## src/steq_pkg.sv

```systemverilog
`default_nettype none

package steq_pkg;

    localparam int DEPTH   = 16;
    localparam int ID_BITS = 16;
    localparam int WAKE_W  = 32;
    localparam int CNT_W   = $clog2(DEPTH + 1);
    localparam int ADDR_W  = $clog2(DEPTH);
    localparam int ENTRY_W = ID_BITS + WAKE_W;

    typedef enum logic [2:0] {
        OP_SCHEDULE   = 3'd0,
        OP_CANCEL     = 3'd1,
        OP_POP_DUE    = 3'd2,
        OP_RESCHEDULE = 3'd3,
        OP_FINISH     = 3'd4
    } t_op;

    typedef enum logic [1:0] {
        ST_OK     = 2'd0,
        ST_ABSENT = 2'd1,
        ST_FULL   = 2'd2,
        ST_NOPOP  = 2'd3
    } t_status;

    typedef enum logic [3:0] {
        S_IDLE,
        S_DISPATCH,
        S_INS_CHECK,
        S_INS_EV,
        S_SCAN_CHECK,
        S_SCAN_EV,
        S_SHIFT_CHECK,
        S_SHIFT_EV,
        S_POP_EV,
        S_FIN_CHECK,
        S_FIN_EV
    } t_state;

    typedef enum logic [2:0] {
        IDX_HOLD,
        IDX_ZERO,
        IDX_INC,
        IDX_DEC,
        IDX_COUNT
    } t_idx_op;

    typedef enum logic [1:0] {
        RD_IDX,
        RD_PREV,
        RD_NEXT
    } t_rd_sel;

    typedef enum logic [1:0] {
        WR_NONE,
        WR_NEW,
        WR_MOVE,
        WR_SUB
    } t_wr_sel;

    typedef enum logic [1:0] {
        CNT_HOLD,
        CNT_INC,
        CNT_DEC
    } t_cnt_op;

    // controller -> datapath
    typedef struct packed {
        logic    load;
        logic    ins_init;
        logic    ins_popped;
        logic    fin_commit;
        logic    pop_commit;
        logic    cap_hit;
        t_idx_op idx_op;
        t_rd_sel rd_sel;
        t_wr_sel wr_sel;
        t_cnt_op cnt_op;
        logic    emit;
        t_status status;
    } t_cmd;

    // datapath -> controller
    typedef struct packed {
        t_op  op;
        logic full;
        logic empty;
        logic popped_valid;
        logic idx_zero;
        logic idx_end;
        logic shift_last;
        logic later;
        logic id_match;
        logic due;
    } t_stat;

endpackage

`default_nettype wire

```

## src/steq_ram.sv

```systemverilog
`default_nettype none

module steq_ram #(
    parameter int WIDTH = 8,
    parameter int DEPTH = 16
) (
    input  wire logic                     i_clk,
    input  wire logic                     i_we,
    input  wire logic [$clog2(DEPTH)-1:0] i_waddr,
    input  wire logic [WIDTH-1:0]         i_wdata,
    input  wire logic [$clog2(DEPTH)-1:0] i_raddr,
    output logic      [WIDTH-1:0]         o_rdata
);

    logic [WIDTH-1:0] r_mem [DEPTH];
    logic [WIDTH-1:0] r_rdata;

    always_ff @(posedge i_clk) begin
        if (i_we) begin
            r_mem[i_waddr] <= i_wdata;
        end
        r_rdata <= r_mem[i_raddr];
    end

    assign o_rdata = r_rdata;

endmodule

`default_nettype wire

```

## src/steq_dp.sv

```systemverilog
`default_nettype none

module steq_dp (
    input  wire logic                          i_clk,
    input  wire logic                          i_rst_n,
    input  wire logic [2:0]                    i_op,
    input  wire logic [steq_pkg::ID_BITS-1:0]  i_routine_id,
    input  wire logic [steq_pkg::WAKE_W-1:0]   i_amount,
    input  wire steq_pkg::t_cmd                i_cmd,
    output steq_pkg::t_stat                    o_stat,
    output logic                               o_valid,
    output logic [1:0]                         o_status,
    output logic [steq_pkg::ID_BITS-1:0]       o_entry_id,
    output logic [steq_pkg::WAKE_W-1:0]        o_due_time,
    output logic [steq_pkg::CNT_W-1:0]         o_pending_count
);

    // control state
    logic [steq_pkg::CNT_W-1:0]   r_count, n_count;
    logic [steq_pkg::CNT_W-1:0]   r_idx, n_idx;
    logic [steq_pkg::WAKE_W-1:0]  r_proc_time;
    logic [steq_pkg::ID_BITS-1:0] r_last_id;
    logic                         r_popped_valid;
    logic [steq_pkg::ID_BITS-1:0] r_pop_id;
    logic [steq_pkg::WAKE_W-1:0]  r_pop_wake;
    logic                         r_valid;

    // request and work registers
    steq_pkg::t_op                r_op;
    logic [steq_pkg::ID_BITS-1:0] r_rid;
    logic [steq_pkg::WAKE_W-1:0]  r_amount;
    logic [steq_pkg::WAKE_W-1:0]  r_new_wake, n_new_wake;
    logic [steq_pkg::ID_BITS-1:0] r_new_id, n_new_id;
    logic [steq_pkg::ID_BITS-1:0] r_res_id;
    logic [steq_pkg::WAKE_W-1:0]  r_res_wake;
    logic [1:0]                   r_status;
    logic [steq_pkg::CNT_W-1:0]   r_pend;

    logic [steq_pkg::WAKE_W-1:0]  base_wake;
    logic [steq_pkg::WAKE_W:0]    wake_sum;
    logic [steq_pkg::CNT_W-1:0]   idx_next;
    logic [steq_pkg::CNT_W-1:0]   idx_prev;
    logic [steq_pkg::CNT_W-1:0]   rd_idx;
    logic [steq_pkg::ENTRY_W-1:0] rd_data;
    logic [steq_pkg::ID_BITS-1:0] rd_id;
    logic [steq_pkg::WAKE_W-1:0]  rd_wake;
    logic [steq_pkg::WAKE_W-1:0]  sub_wake;
    logic                         wr_en;
    logic [steq_pkg::ENTRY_W-1:0] wr_data;

    assign idx_next = r_idx + 1'b1;
    assign idx_prev = r_idx - 1'b1;
    assign rd_id    = rd_data[steq_pkg::ENTRY_W-1:steq_pkg::WAKE_W];
    assign rd_wake  = rd_data[steq_pkg::WAKE_W-1:0];

    // saturating add for the new wake time
    assign base_wake  = i_cmd.ins_popped ? r_pop_wake : r_proc_time;
    assign wake_sum   = {1'b0, base_wake} + {1'b0, r_amount};
    assign n_new_wake = wake_sum[steq_pkg::WAKE_W] ? '1 : wake_sum[steq_pkg::WAKE_W-1:0];
    assign n_new_id   = i_cmd.ins_popped ? r_pop_id : r_last_id + 1'b1;

    assign sub_wake = (rd_wake > r_amount) ? rd_wake - r_amount : '0;

    always_comb begin
        unique case (i_cmd.rd_sel)
            steq_pkg::RD_PREV: rd_idx = idx_prev;
            steq_pkg::RD_NEXT: rd_idx = idx_next;
            default:           rd_idx = r_idx;
        endcase
    end

    always_comb begin
        wr_en   = 1'b1;
        unique case (i_cmd.wr_sel)
            steq_pkg::WR_NEW:  wr_data = {r_new_id, r_new_wake};
            steq_pkg::WR_MOVE: wr_data = rd_data;
            steq_pkg::WR_SUB:  wr_data = {rd_id, sub_wake};
            default: begin
                wr_en   = 1'b0;
                wr_data = rd_data;
            end
        endcase
    end

    always_comb begin
        unique case (i_cmd.idx_op)
            steq_pkg::IDX_ZERO:  n_idx = '0;
            steq_pkg::IDX_INC:   n_idx = idx_next;
            steq_pkg::IDX_DEC:   n_idx = idx_prev;
            steq_pkg::IDX_COUNT: n_idx = r_count;
            default:             n_idx = r_idx;
        endcase
    end

    always_comb begin
        unique case (i_cmd.cnt_op)
            steq_pkg::CNT_INC: n_count = r_count + 1'b1;
            steq_pkg::CNT_DEC: n_count = r_count - 1'b1;
            default:           n_count = r_count;
        endcase
    end

    steq_ram #(
        .WIDTH (steq_pkg::ENTRY_W),
        .DEPTH (steq_pkg::DEPTH)
    ) u_ram (
        .i_clk   (i_clk),
        .i_we    (wr_en),
        .i_waddr (r_idx[steq_pkg::ADDR_W-1:0]),
        .i_wdata (wr_data),
        .i_raddr (rd_idx[steq_pkg::ADDR_W-1:0]),
        .o_rdata (rd_data)
    );

    always_ff @(posedge i_clk) begin
        if (!i_rst_n) begin
            r_count        <= '0;
            r_idx          <= '0;
            r_proc_time    <= '0;
            r_last_id      <= '0;
            r_popped_valid <= 1'b0;
            r_pop_id       <= '0;
            r_pop_wake     <= '0;
            r_valid        <= 1'b0;
        end else begin
            r_count <= n_count;
            r_idx   <= n_idx;
            r_valid <= i_cmd.emit;
            if (i_cmd.ins_init) begin
                if (i_cmd.ins_popped) begin
                    r_popped_valid <= 1'b0;
                end else begin
                    r_last_id <= n_new_id;
                end
            end
            if (i_cmd.pop_commit) begin
                r_proc_time    <= rd_wake;
                r_pop_id       <= rd_id;
                r_pop_wake     <= rd_wake;
                r_popped_valid <= 1'b1;
            end
            if (i_cmd.fin_commit) begin
                r_proc_time    <= '0;
                r_popped_valid <= 1'b0;
            end
        end
    end

    always_ff @(posedge i_clk) begin
        if (i_cmd.load) begin
            r_op       <= steq_pkg::t_op'(i_op);
            r_rid      <= i_routine_id;
            r_amount   <= i_amount;
            r_res_id   <= '0;
            r_res_wake <= '0;
        end
        if (i_cmd.ins_init) begin
            r_new_wake <= n_new_wake;
            r_new_id   <= n_new_id;
            r_res_wake <= n_new_wake;
            r_res_id   <= n_new_id;
        end
        if (i_cmd.cap_hit) begin
            r_res_id   <= rd_id;
            r_res_wake <= rd_wake;
        end
        if (i_cmd.emit) begin
            r_status <= i_cmd.status;
            r_pend   <= n_count;
        end
    end

    always_comb begin
        o_stat.op           = r_op;
        o_stat.full         = (r_count == steq_pkg::CNT_W'(steq_pkg::DEPTH));
        o_stat.empty        = (r_count == '0);
        o_stat.popped_valid = r_popped_valid;
        o_stat.idx_zero     = (r_idx == '0);
        o_stat.idx_end      = (r_idx == r_count);
        o_stat.shift_last   = (idx_next >= r_count);
        o_stat.later        = (rd_wake > r_new_wake);
        o_stat.id_match     = (rd_id == r_rid);
        o_stat.due          = (rd_wake <= r_amount);
    end

    assign o_valid         = r_valid;
    assign o_status        = r_status;
    assign o_entry_id      = r_res_id;
    assign o_due_time      = r_res_wake;
    assign o_pending_count = r_pend;

endmodule

`default_nettype wire

```

## src/steq_ctrl.sv

```systemverilog
`default_nettype none

module steq_ctrl (
    input  wire logic            i_clk,
    input  wire logic            i_rst_n,
    input  wire logic            i_start,
    input  wire steq_pkg::t_stat i_stat,
    output steq_pkg::t_cmd       o_cmd,
    output logic                 o_busy
);

    steq_pkg::t_state r_state, n_state;

    always_ff @(posedge i_clk) begin
        if (!i_rst_n) begin
            r_state <= steq_pkg::S_IDLE;
        end else begin
            r_state <= n_state;
        end
    end

    // next state
    always_comb begin
        n_state = r_state;
        unique case (r_state)
            steq_pkg::S_IDLE: begin
                if (i_start) begin
                    n_state = steq_pkg::S_DISPATCH;
                end
            end
            steq_pkg::S_DISPATCH: begin
                unique case (i_stat.op)
                    steq_pkg::OP_SCHEDULE:
                        n_state = i_stat.full ? steq_pkg::S_IDLE : steq_pkg::S_INS_CHECK;
                    steq_pkg::OP_RESCHEDULE:
                        n_state = (!i_stat.popped_valid || i_stat.full) ?
                                  steq_pkg::S_IDLE : steq_pkg::S_INS_CHECK;
                    steq_pkg::OP_CANCEL:
                        n_state = steq_pkg::S_SCAN_CHECK;
                    steq_pkg::OP_POP_DUE:
                        n_state = i_stat.empty ? steq_pkg::S_IDLE : steq_pkg::S_POP_EV;
                    steq_pkg::OP_FINISH:
                        n_state = steq_pkg::S_FIN_CHECK;
                    default:
                        n_state = steq_pkg::S_IDLE;
                endcase
            end
            steq_pkg::S_INS_CHECK:
                n_state = i_stat.idx_zero ? steq_pkg::S_IDLE : steq_pkg::S_INS_EV;
            steq_pkg::S_INS_EV:
                n_state = i_stat.later ? steq_pkg::S_INS_CHECK : steq_pkg::S_IDLE;
            steq_pkg::S_SCAN_CHECK:
                n_state = i_stat.idx_end ? steq_pkg::S_IDLE : steq_pkg::S_SCAN_EV;
            steq_pkg::S_SCAN_EV:
                n_state = i_stat.id_match ? steq_pkg::S_SHIFT_CHECK : steq_pkg::S_SCAN_CHECK;
            steq_pkg::S_SHIFT_CHECK:
                n_state = i_stat.shift_last ? steq_pkg::S_IDLE : steq_pkg::S_SHIFT_EV;
            steq_pkg::S_SHIFT_EV:
                n_state = steq_pkg::S_SHIFT_CHECK;
            steq_pkg::S_POP_EV:
                n_state = i_stat.due ? steq_pkg::S_SHIFT_CHECK : steq_pkg::S_IDLE;
            steq_pkg::S_FIN_CHECK:
                n_state = i_stat.idx_end ? steq_pkg::S_IDLE : steq_pkg::S_FIN_EV;
            steq_pkg::S_FIN_EV:
                n_state = steq_pkg::S_FIN_CHECK;
            default:
                n_state = steq_pkg::S_IDLE;
        endcase
    end

    // commands
    always_comb begin
        o_cmd        = '0;
        o_cmd.idx_op = steq_pkg::IDX_HOLD;
        o_cmd.rd_sel = steq_pkg::RD_IDX;
        o_cmd.wr_sel = steq_pkg::WR_NONE;
        o_cmd.cnt_op = steq_pkg::CNT_HOLD;
        o_cmd.status = steq_pkg::ST_OK;
        o_busy       = 1'b1;
        unique case (r_state)
            steq_pkg::S_IDLE: begin
                o_busy = 1'b0;
                if (i_start) begin
                    o_cmd.load   = 1'b1;
                    o_cmd.idx_op = steq_pkg::IDX_ZERO;
                end
            end
            steq_pkg::S_DISPATCH: begin
                unique case (i_stat.op)
                    steq_pkg::OP_SCHEDULE: begin
                        if (i_stat.full) begin
                            o_cmd.emit   = 1'b1;
                            o_cmd.status = steq_pkg::ST_FULL;
                        end else begin
                            o_cmd.ins_init = 1'b1;
                            o_cmd.idx_op   = steq_pkg::IDX_COUNT;
                        end
                    end
                    steq_pkg::OP_RESCHEDULE: begin
                        if (!i_stat.popped_valid) begin
                            o_cmd.emit   = 1'b1;
                            o_cmd.status = steq_pkg::ST_NOPOP;
                        end else if (i_stat.full) begin
                            o_cmd.emit   = 1'b1;
                            o_cmd.status = steq_pkg::ST_FULL;
                        end else begin
                            o_cmd.ins_init   = 1'b1;
                            o_cmd.ins_popped = 1'b1;
                            o_cmd.idx_op     = steq_pkg::IDX_COUNT;
                        end
                    end
                    steq_pkg::OP_CANCEL: begin
                    end
                    steq_pkg::OP_POP_DUE: begin
                        // head entry is read here, evaluated next cycle
                        if (i_stat.empty) begin
                            o_cmd.emit   = 1'b1;
                            o_cmd.status = steq_pkg::ST_ABSENT;
                        end
                    end
                    steq_pkg::OP_FINISH: begin
                        o_cmd.fin_commit = 1'b1;
                    end
                    default: begin
                        o_cmd.emit = 1'b1;
                    end
                endcase
            end
            steq_pkg::S_INS_CHECK: begin
                if (i_stat.idx_zero) begin
                    o_cmd.wr_sel = steq_pkg::WR_NEW;
                    o_cmd.cnt_op = steq_pkg::CNT_INC;
                    o_cmd.emit   = 1'b1;
                end else begin
                    o_cmd.rd_sel = steq_pkg::RD_PREV;
                end
            end
            steq_pkg::S_INS_EV: begin
                // walk down from the tail, moving later entries up by one
                if (i_stat.later) begin
                    o_cmd.wr_sel = steq_pkg::WR_MOVE;
                    o_cmd.idx_op = steq_pkg::IDX_DEC;
                end else begin
                    o_cmd.wr_sel = steq_pkg::WR_NEW;
                    o_cmd.cnt_op = steq_pkg::CNT_INC;
                    o_cmd.emit   = 1'b1;
                end
            end
            steq_pkg::S_SCAN_CHECK: begin
                if (i_stat.idx_end) begin
                    o_cmd.emit   = 1'b1;
                    o_cmd.status = steq_pkg::ST_ABSENT;
                end
            end
            steq_pkg::S_SCAN_EV: begin
                if (i_stat.id_match) begin
                    o_cmd.cap_hit = 1'b1;
                end else begin
                    o_cmd.idx_op = steq_pkg::IDX_INC;
                end
            end
            steq_pkg::S_SHIFT_CHECK: begin
                if (i_stat.shift_last) begin
                    o_cmd.cnt_op = steq_pkg::CNT_DEC;
                    o_cmd.emit   = 1'b1;
                end else begin
                    o_cmd.rd_sel = steq_pkg::RD_NEXT;
                end
            end
            steq_pkg::S_SHIFT_EV: begin
                o_cmd.wr_sel = steq_pkg::WR_MOVE;
                o_cmd.idx_op = steq_pkg::IDX_INC;
            end
            steq_pkg::S_POP_EV: begin
                if (i_stat.due) begin
                    o_cmd.cap_hit    = 1'b1;
                    o_cmd.pop_commit = 1'b1;
                end else begin
                    o_cmd.emit   = 1'b1;
                    o_cmd.status = steq_pkg::ST_ABSENT;
                end
            end
            steq_pkg::S_FIN_CHECK: begin
                if (i_stat.idx_end) begin
                    o_cmd.emit = 1'b1;
                end
            end
            steq_pkg::S_FIN_EV: begin
                o_cmd.wr_sel = steq_pkg::WR_SUB;
                o_cmd.idx_op = steq_pkg::IDX_INC;
            end
            default: begin
            end
        endcase
    end

endmodule

`default_nettype wire

```

## src/sorted_timer_event_queue.sv

```systemverilog
// Sorted timer event queue: up to DEPTH entries (wake time, id) kept in
// wake-time order in a single-port-read RAM.
// Request channel: drive i_op, i_routine_id and i_amount with start high;
// the request is taken at a clock edge where busy is low. busy stays high
// until the request is done.
// Result channel: o_valid is high for exactly one cycle with o_status,
// o_entry_id, o_due_time and o_pending_count. The receiver cannot stall;
// results must be taken in that cycle.
// Ops that fail at once emit their result from the dispatch state; an
// insert, cancel, pop or finish walks the table. Each visited entry takes
// a check state that issues the RAM read and an evaluate state that uses
// the registered data and, where needed, writes it back. busy drops in the
// cycle the result shows, so a new request can start then; one request is
// in flight at a time.
// Reset (i_rst_n low, synchronous) empties the table, clears processed
// time, the id counter and the popped entry. No clearing pass is needed:
// RAM slots past the entry count are never read.
`default_nettype none

module sorted_timer_event_queue (
    input  wire logic                         i_clk,
    input  wire logic                         i_rst_n,
    input  wire logic                         start,
    output logic                              busy,
    input  wire logic [2:0]                   i_op,
    input  wire logic [steq_pkg::ID_BITS-1:0] i_routine_id,
    input  wire logic [steq_pkg::WAKE_W-1:0]  i_amount,
    output logic                              o_valid,
    output logic [1:0]                        o_status,
    output logic [steq_pkg::ID_BITS-1:0]      o_entry_id,
    output logic [steq_pkg::WAKE_W-1:0]       o_due_time,
    output logic [steq_pkg::CNT_W-1:0]        o_pending_count
);

    steq_pkg::t_cmd  cmd;
    steq_pkg::t_stat stat;

    steq_ctrl u_ctrl (
        .i_clk   (i_clk),
        .i_rst_n (i_rst_n),
        .i_start (start),
        .i_stat  (stat),
        .o_cmd   (cmd),
        .o_busy  (busy)
    );

    steq_dp u_dp (
        .i_clk           (i_clk),
        .i_rst_n         (i_rst_n),
        .i_op            (i_op),
        .i_routine_id    (i_routine_id),
        .i_amount        (i_amount),
        .i_cmd           (cmd),
        .o_stat          (stat),
        .o_valid         (o_valid),
        .o_status        (o_status),
        .o_entry_id      (o_entry_id),
        .o_due_time      (o_due_time),
        .o_pending_count (o_pending_count)
    );

    a_req_goes_busy: assert property (@(posedge i_clk) disable iff (!i_rst_n)
        (start && !busy) |=> busy)
        else $error("request accepted but block not busy");

    a_result_after_busy: assert property (@(posedge i_clk) disable iff (!i_rst_n)
        o_valid |-> $past(busy))
        else $error("result strobe without a request in flight");

    a_count_bound: assert property (@(posedge i_clk) disable iff (!i_rst_n)
        o_valid |-> (o_pending_count <= steq_pkg::CNT_W'(steq_pkg::DEPTH)))
        else $error("pending count exceeds table depth");

    a_full_count: assert property (@(posedge i_clk) disable iff (!i_rst_n)
        (o_valid && o_status == steq_pkg::ST_FULL)
            |-> (o_pending_count == steq_pkg::CNT_W'(steq_pkg::DEPTH)))
        else $error("table full reported with free slots");

endmodule

`default_nettype wire

```

## config.mk

```make
export PLATFORM = sky130hd
export DESIGN_NAME = sorted_timer_event_queue
export DESIGN_NICKNAME = d
export VERILOG_FILES = /design/src/steq_pkg.sv /design/src/steq_ram.sv /design/src/steq_dp.sv /design/src/steq_ctrl.sv /design/src/sorted_timer_event_queue.sv
export SDC_FILE = /design/constraint.sdc
export NUM_CORES = 2
export LEC_CHECK = 0
export ABC_AREA = 0
export ABC_CLOCK_PERIOD_IN_PS = 4200
export BUFFER_PORTS_ARGS = -buffer_cell sky130_fd_sc_hd__buf_2
export CORE_MARGIN = 2
export CORE_UTILIZATION = 45
export DETAILED_ROUTE_END_ITERATION = 7
export GPL_ROUTABILITY_DRIVEN = 0
export HOLD_SLACK_MARGIN = 0.05
export PLACE_DENSITY = 0.66
export SYNTH_ARGS = -nofsm -noshare
export SYNTH_HDL_FRONTEND = slang
export SYNTH_SLANG_ARGS = --single-unit
```

## constraint.sdc

```tcl
create_clock -name i_clk -period 4.2 [get_ports i_clk]
set_input_delay 0.84 -clock i_clk [delete_from_list [all_inputs] [get_ports i_clk]]
set_output_delay 0.84 -clock i_clk [all_outputs]
set_load 0.05 [all_outputs]
```

# [After elaboration in Yosys (flattened, before gate mapping)]
# Memories as Yosys holds them, arrays and structs flattened. A register that Yosys moved wholly into a read port is not among the register bits.
# Cells that the tools add are included.
# W data, S select, Z words.
[totals] reg_bits=266 rom_bits=0 latch_bits=0 mem_bits_rw=768 n_memories=1 out_inout_bits=57
[memory_table] name="u_dp.u_ram.r_mem" depth=16 width=48 rd=1 rd_clocked_by_memory_dff=1 write_ports=1 line="steq_ram.sv:15" source="logic [WIDTH-1:0] r_mem [DEPTH];"
[op_classes] mul=0 add_sub_neg=7 reduce_logical=16 n_bitwise=2 shift=0 order_cmp=4 eq_ne=29 n_div=0 n_mux=73
[ops] cell="$mux W32" n=6
[ops] cell="$pmux W48 S2" n=1
[ops] cell="$gt A32 B32 Y1" n=2
[ops] cell="$mux W16" n=4
[ops] cell="$pmux W4 S11" n=1
[ops] cell="$mux W3" n=12
[ops] cell="$add A32 B32 Y33" n=1
[ops] cell="$le A32 B32 Y1" n=1
[ops] cell="$sub A32 B32 Y32" n=1
[ops] cell="$mux W2" n=13
[ops] cell="$pmux W4 S5" n=1
[ops] cell="$pmux W5 S4" n=1
[ops] cell="$pmux W2 S3" n=3
[ops] cell="$mux W1" n=17
[ops] cell="$add A16 B1 Y16 const B" n=1
[ops] cell="$eq A16 B16 Y1" n=1
[ops] cell="$eq A4 B3 Y1 const B" n=4
[ops] cell="$mux W4" n=4
[ops] cell="$pmux W3 S5" n=1
[ops] cell="$eq A3 B2 Y1 const B" n=4
[ops] cell="$eq A4 B4 Y1 const B" n=3
[ops] cell="$add A5 B1 Y5 const B" n=2
[ops] cell="$logic_not A5 Y1" n=2
[ops] cell="$pmux W5 S2" n=1
[ops] cell="other kinds (29)" n=44

# [Longest topological paths before layout]
[depth] word_depth=10 depth_mapped=23 depth_no_buf=17

# [Modules after synthesis]
# Synthesis repeated with hierarchy kept, for this count alone.
[hier_totals] hier_cells=3016 area_unflattened_um2=46494.6
[by_module_without_submodules] mod="steq_ram" n_inst=1 area_each_um2=29691.0 seq_area_each_um2=24023.0 cells_each=1242
[by_module_without_submodules] mod="steq_dp" n_inst=1 area_each_um2=16171.8 seq_area_each_um2=6786.5 cells_each=1675
[by_module_without_submodules] mod="steq_ctrl" n_inst=1 area_each_um2=631.9 seq_area_each_um2=80.1 cells_each=99

# [Worst setup path after synthesis]
# No wires, ideal clock.
[synth_timing] path_kind="reg-to-reg" startpoint="reg u_ctrl.r_state[0]" endpoint="reg u_dp.r_res_wake (netlist bit u_dp.o_due_time[26]) (data pin)" period_less_slack_ns=4.607 setup_ns=0.135 n_path_buf=6 stages_incl_launch_ff=24 t_arrival_ns=4.471 path_slack_ns=-0.407 path_cell_list="dfxtp_1 -> buf_2 -> or4b_1 -> nor2_1 -> and4_1 -> buf_2 -> buf_2 -> buf_1 -> nand2_1 -> nand2_1 -> ha_1 -> inv_1 -> fa_1 -> and2b_1 -> o21bai_1 -> a31o_2 -> o211ai_2 -> a31oi_2 -> o31ai_2 -> a31oi_2 -> buf_6 -> buf_8 -> nand2_4 -> a22o_1"
[synth_via] elab_chain_len=7 elab_cells_between_ends=10
[synth_lines] element="start, declared" line="steq_ctrl.sv:12" source="steq_pkg::t_state r_state, n_state;"
[synth_lines] element="start signal, assigned" line="steq_ctrl.sv:16" source="r_state <= steq_pkg::S_IDLE;"
[synth_lines] element="start signal, assigned" line="steq_ctrl.sv:18" source="r_state <= n_state;"
[synth_lines] element="$eq A4 B1 Y1" line="steq_ctrl.sv:80" source="unique case (r_state)"
[synth_lines] element="$mux W3" line="steq_ctrl.sv:80"
[synth_lines] element="$mux W32" line="steq_dp.sv:57" source="assign base_wake = i_cmd.ins_popped ? r_pop_wake : r_proc_time;"
[synth_lines] element="$add A32 B32 Y33" line="steq_dp.sv:58" source="assign wake_sum = {1'b0, base_wake} + {1'b0, r_amount};"
[synth_lines] element="$mux W32" line="steq_dp.sv:59" source="assign n_new_wake = wake_sum[steq_pkg::WAKE_W] ? '1 : wake_sum[steq_pkg::WAKE_W-1:0];"
[synth_lines] element="via u_dp.n_new_wake (one bit)" line="steq_dp.sv:32" source="logic [steq_pkg::WAKE_W-1:0] r_new_wake, n_new_wake;"
[synth_lines] element="$mux W32" line="steq_dp.sv:157" source="if (i_cmd.ins_init) begin"
[synth_lines] element="$mux W32" line="steq_dp.sv:163" source="if (i_cmd.cap_hit) begin"
[synth_lines] element="end signal, assigned" line="steq_dp.sv:160" source="r_res_wake <= n_new_wake;"
[synth_lines] element="end signal, assigned" line="steq_dp.sv:165" source="r_res_wake <= rd_wake;"
[synth_lines] element="end, declared" line="steq_dp.sv:35" source="logic [steq_pkg::WAKE_W-1:0] r_res_wake;"
# The timed path passes the listed nets, and every way through them passes these cells.
# A chain may end at the register's enable or synchronous reset.

# [Final worst setup path]
[layout_timing] startpoint="reg u_ctrl.r_state[3]" endpoint="reg u_dp.r_res_wake (netlist bit u_dp.o_due_time[18]) (data pin)"
# The elaborated chain is that of the path after synthesis.

==> impl_metrics.env <==
export IMPL_diodes=0
export IMPL_crit_slowest_cell="or4b_4"
export IMPL_cp_data_required_time_ns=4.73
export IMPL_wl_mm=115
export IMPL_ios=111
export IMPL_hold_buffers=0
export IMPL_drtIter0Drc=2718
export IMPL_grt_start_max_net_pins=97
export IMPL_synth_top_area_share_pct=59.5
export IMPL_insertion_delay_ns=0.69
export IMPL_nNetsFinal=3640
export IMPL_netlist_instances=3076
export IMPL_syn_cell_area_mm2=0.0465
export IMPL_hold_slack_ns=0.331
export IMPL_min_period_over_period_pct=100
export IMPL_drt_wirelength_per_cell_um=23.4
export IMPL_synth_area_leader_cell="edfxtp_1"
export IMPL_power_total_mw=22.5
export IMPL_power_density_mw_per_mm2=405
export IMPL_firstDrtPassIters=5
export IMPL_status="finished with violations"
export IMPL_rows=117
export IMPL_ys_types=89
export IMPL_pre_cts_slack_ns=-0.0462
export IMPL_synth_edff_count=922
export IMPL_port_buffers=110
export IMPL_vias=28100
export IMPL_root_buffer="clkbuf_16"
export IMPL_cp_slowest_stage_delay_ns=0.55
export IMPL_synth_area_per_cell_um2=15.1
export IMPL_holdCritPathClass="input pin to flip-flop"
export IMPL_cp_cell_sequence="or4b_4, nor2_4, and4_4, nand2_2, nand2_2, ha_4, inv_2, fa_2, and2b_1, o21bai_1, a31o_2, o211ai_4, a31oi_4, o31ai_4, a31oi_4, buf_12, buf_4, nand2_4, a22o_1"
export IMPL_grt_pass1_vias=27400
export IMPL_leakagePower_nw=19.8
export IMPL_clock_sinks=1082
export IMPL_path_clk_slew_ns=0.07
export IMPL_rsz0062_at_grt="true"
export IMPL_crit_path_start_kind="flip-flop"
export IMPL_vdd_drop_max_uv=305
export IMPL_cp_max_fo=8
export IMPL_cts_buffers=104
export IMPL_skew_ns=0.0284
export IMPL_antenna_found_initial=1
export IMPL_hold_violations=0
export IMPL_grt_usage_pct=21.2
export IMPL_grt_pass1_wl_mm=171
export IMPL_drc=0
export IMPL_worstSetupEndpointType="flip-flop"
export IMPL_max_freq_mhz=238
export IMPL_clockBufferDepth=3
export IMPL_async_reset_ff_share_pct=0
export IMPL_cts_htree_levels=3
export IMPL_crit_arrival_ns=4.73
export IMPL_relSlewSlack_pct=39.2
export IMPL_fin_tns_setup_ns=-0.0175
export IMPL_die_y_um=326
export IMPL_cts_tree="built"
export IMPL_setup_viol=2
export IMPL_start_util_pct=45.5
export IMPL_synth_area_leaders="edfxtp_1 60%, mux4_2 9.3%, dfxtp_1 6.9%, ha_1 3.0%, nand2_1 2.9%"
export IMPL_synth_main_ff_cell="edfxtp_1"
export IMPL_syn_to_final_growth_pct=19.5
export IMPL_yosysWarnings=0
export IMPL_dp_hpwl_mm=70.6
export IMPL_grt_ovfl_total=0
export IMPL_die_area_mm2=0.106
export IMPL_synth_seq_cells=1082
export IMPL_violations="negative setup slack"
export IMPL_maxCapViolCount=0
export IMPL_syn_nets=3245
export IMPL_setup_ws_ns=-0.00879
export IMPL_core_area_mm2=0.102
export IMPL_ant_nets=0
export IMPL_drive_above_1_share_pct=26.6
export IMPL_die_width_um=326
export IMPL_finalMaxSlewViolations=0
export IMPL_critical_path_class="flip-flop to flip-flop"
export IMPL_via_per_inst=5.69
export IMPL_worst_slew_pin_slew_ns=0.912
export IMPL_ys_seq_area_share_pct=66.4
export IMPL_finalCriticalPeriod_ns=4.21
state kept, by name, summed over array words and instances, names as in the netlist, 16 cells and up:
register,count
u_dp.r_new_wake,32
u_dp.r_proc_time,32
u_dp.u_ram.o_rdata,48
u_dp.r_pop_wake,32
u_dp.r_rid,16
u_dp.u_ram.r_mem,768
u_dp.o_due_time,32
u_dp.r_last_id,16
u_dp.r_pop_id,16
u_dp.r_amount,32
u_dp.r_new_id,16
u_dp.o_entry_id,16
placed cells by master (no fill, tap or decap), types with 50 or more instances in the layout:
master / count
clkbuf_16: 113
nand3_1: 53
xor2_1: 51
edfxtp_1: 922
dfxtp_1: 157
mux2i_1: 50
xnor2_1: 59
inv_1: 98
mux4_2: 192
nor2_1: 56
ha_1: 104
nand2_1: 355
buf_4: 272
nor2b_1: 64
a21oi_1: 144
buf_2: 110
report_power, final:
group / leakage (nW) / total, mW / switching, mW / internal (mW)
clock: 1.74 / 9.68 / 4.03 / 5.65
sequential: 9.66 / 11.8 / 0.0798 / 11.7
combinational: 8.43 / 1.04 / 0.682 / 0.359
area by class of cell:
| type | count | area, µm² |
|---|---|---|
| tap | 1368 | 1710 |
| fill | 8157 | 46600 |
| timing repair buffer | 449 | 3920 |
| clock buffer | 133 | 2840 |
| sequential | 1082 | 30900 |
| inverter | 101 | 382 |
| clock inverter | 64 | 722 |
| multi-input combinational | 1733 | 15100 |
logic make-up after synthesis:
group	count (synthesis)	synth area share, %
compound gates	542	8.10
xor+xnor	113	2.13
fa+ha+maj	115	3.14
buf+inv	261	2.38
flops	1082	66.4
mux	246	10.5
simple gates	717	7.39
synth_stat cells (all sizes together) (3+ instances only):
library cell  count
ha              112
a21boi           53
dfxtp           160
a221o             3
o21a             12
a31o              4
o2111ai           3
o211ai           13
xnor2            62
o21ai            58
a21oi           158
a41oi             4
a2111oi           3
a21o             44
edfxtp          922
o221ai           30
nor2             67
inv             101
a221oi            4
clkbuf           90
nor3             19
nand2           386
a22o             46
fa                3
or3               7
and2             31
nand2b           14
or2               3
buf              70
o22ai             8
nand3            54
o21bai            5
a22oi             4
and4              5
mux2i            52
xor2             51
o31ai             4
nand4            27
and3             19
nor4              9
nor2b            65
a211oi           57
a31oi            10
mux4            192
nand3b            5
worst max-delay path, delay by kind of cell, from the launching register on:
family / cells / cell delay, ns
AND/OR/NAND/NOR: 7 / 1.41
adder cells (fa/ha/maj): 2 / 0.51
buffers and inverters: 3 / 0.36
AO/OA/AOI/OAI: 7 / 1.45
flip-flops: 1 / 0.32
stage by stage:
step                area [µm²]  cells  utilization (%)
finish                   55600   4930             54.4
global route             55600   4930             54.4
CTS                      54600   4885             53.5
detailed placement       51000   4682             49.9
global placement         51000   4682             49.9
floorplan                46600   3076                -
final timing paths:
| check | start | endpoint | slack (ns) | depth (start not counted) |
|---|---|---|---|---|
| setup / recovery | u_ctrl.r_state[3]$_SDFFE_PN0P_ | u_dp.o_due_time[18]$_DFFE_PP_ | -0.009 | 19 |
| hold / removal | i_amount[19] | u_dp.r_amount[19]$_DFFE_PP_ | 0.33 | 1 |
| setup reg to reg | u_ctrl.r_state[3]$_SDFFE_PN0P_ | u_dp.o_due_time[18]$_DFFE_PP_ | -0.009 | 19 |
| hold reg to reg | u_dp.r_pop_id[13]$_SDFFE_PN0P_ | u_dp.r_pop_id[13]$_SDFFE_PN0P_ | 0.45 | 2 |
per-layer routing:
layer  vias up  global-route usage, %  share of wire, %
li1      12600                      -                 -
met1     14300                   31.4                45
met2       967                   33.2                46
met3       137                   3.10               6.5
met4         0                   5.30               2.1
met5         -                      0                 0
repair_timing:
item | 4_1_cts | 5_1_grt
gates cloned | 1 | 7
endpoints found under the hold margin | 0 | 0
pin swaps | 7 | 32
endpoints found under the setup margin | 33 | 105
resized for setup | 5 | 103
buffers inserted | 5 | 40
Note: power is estimated with default switching activity, not from simulation.
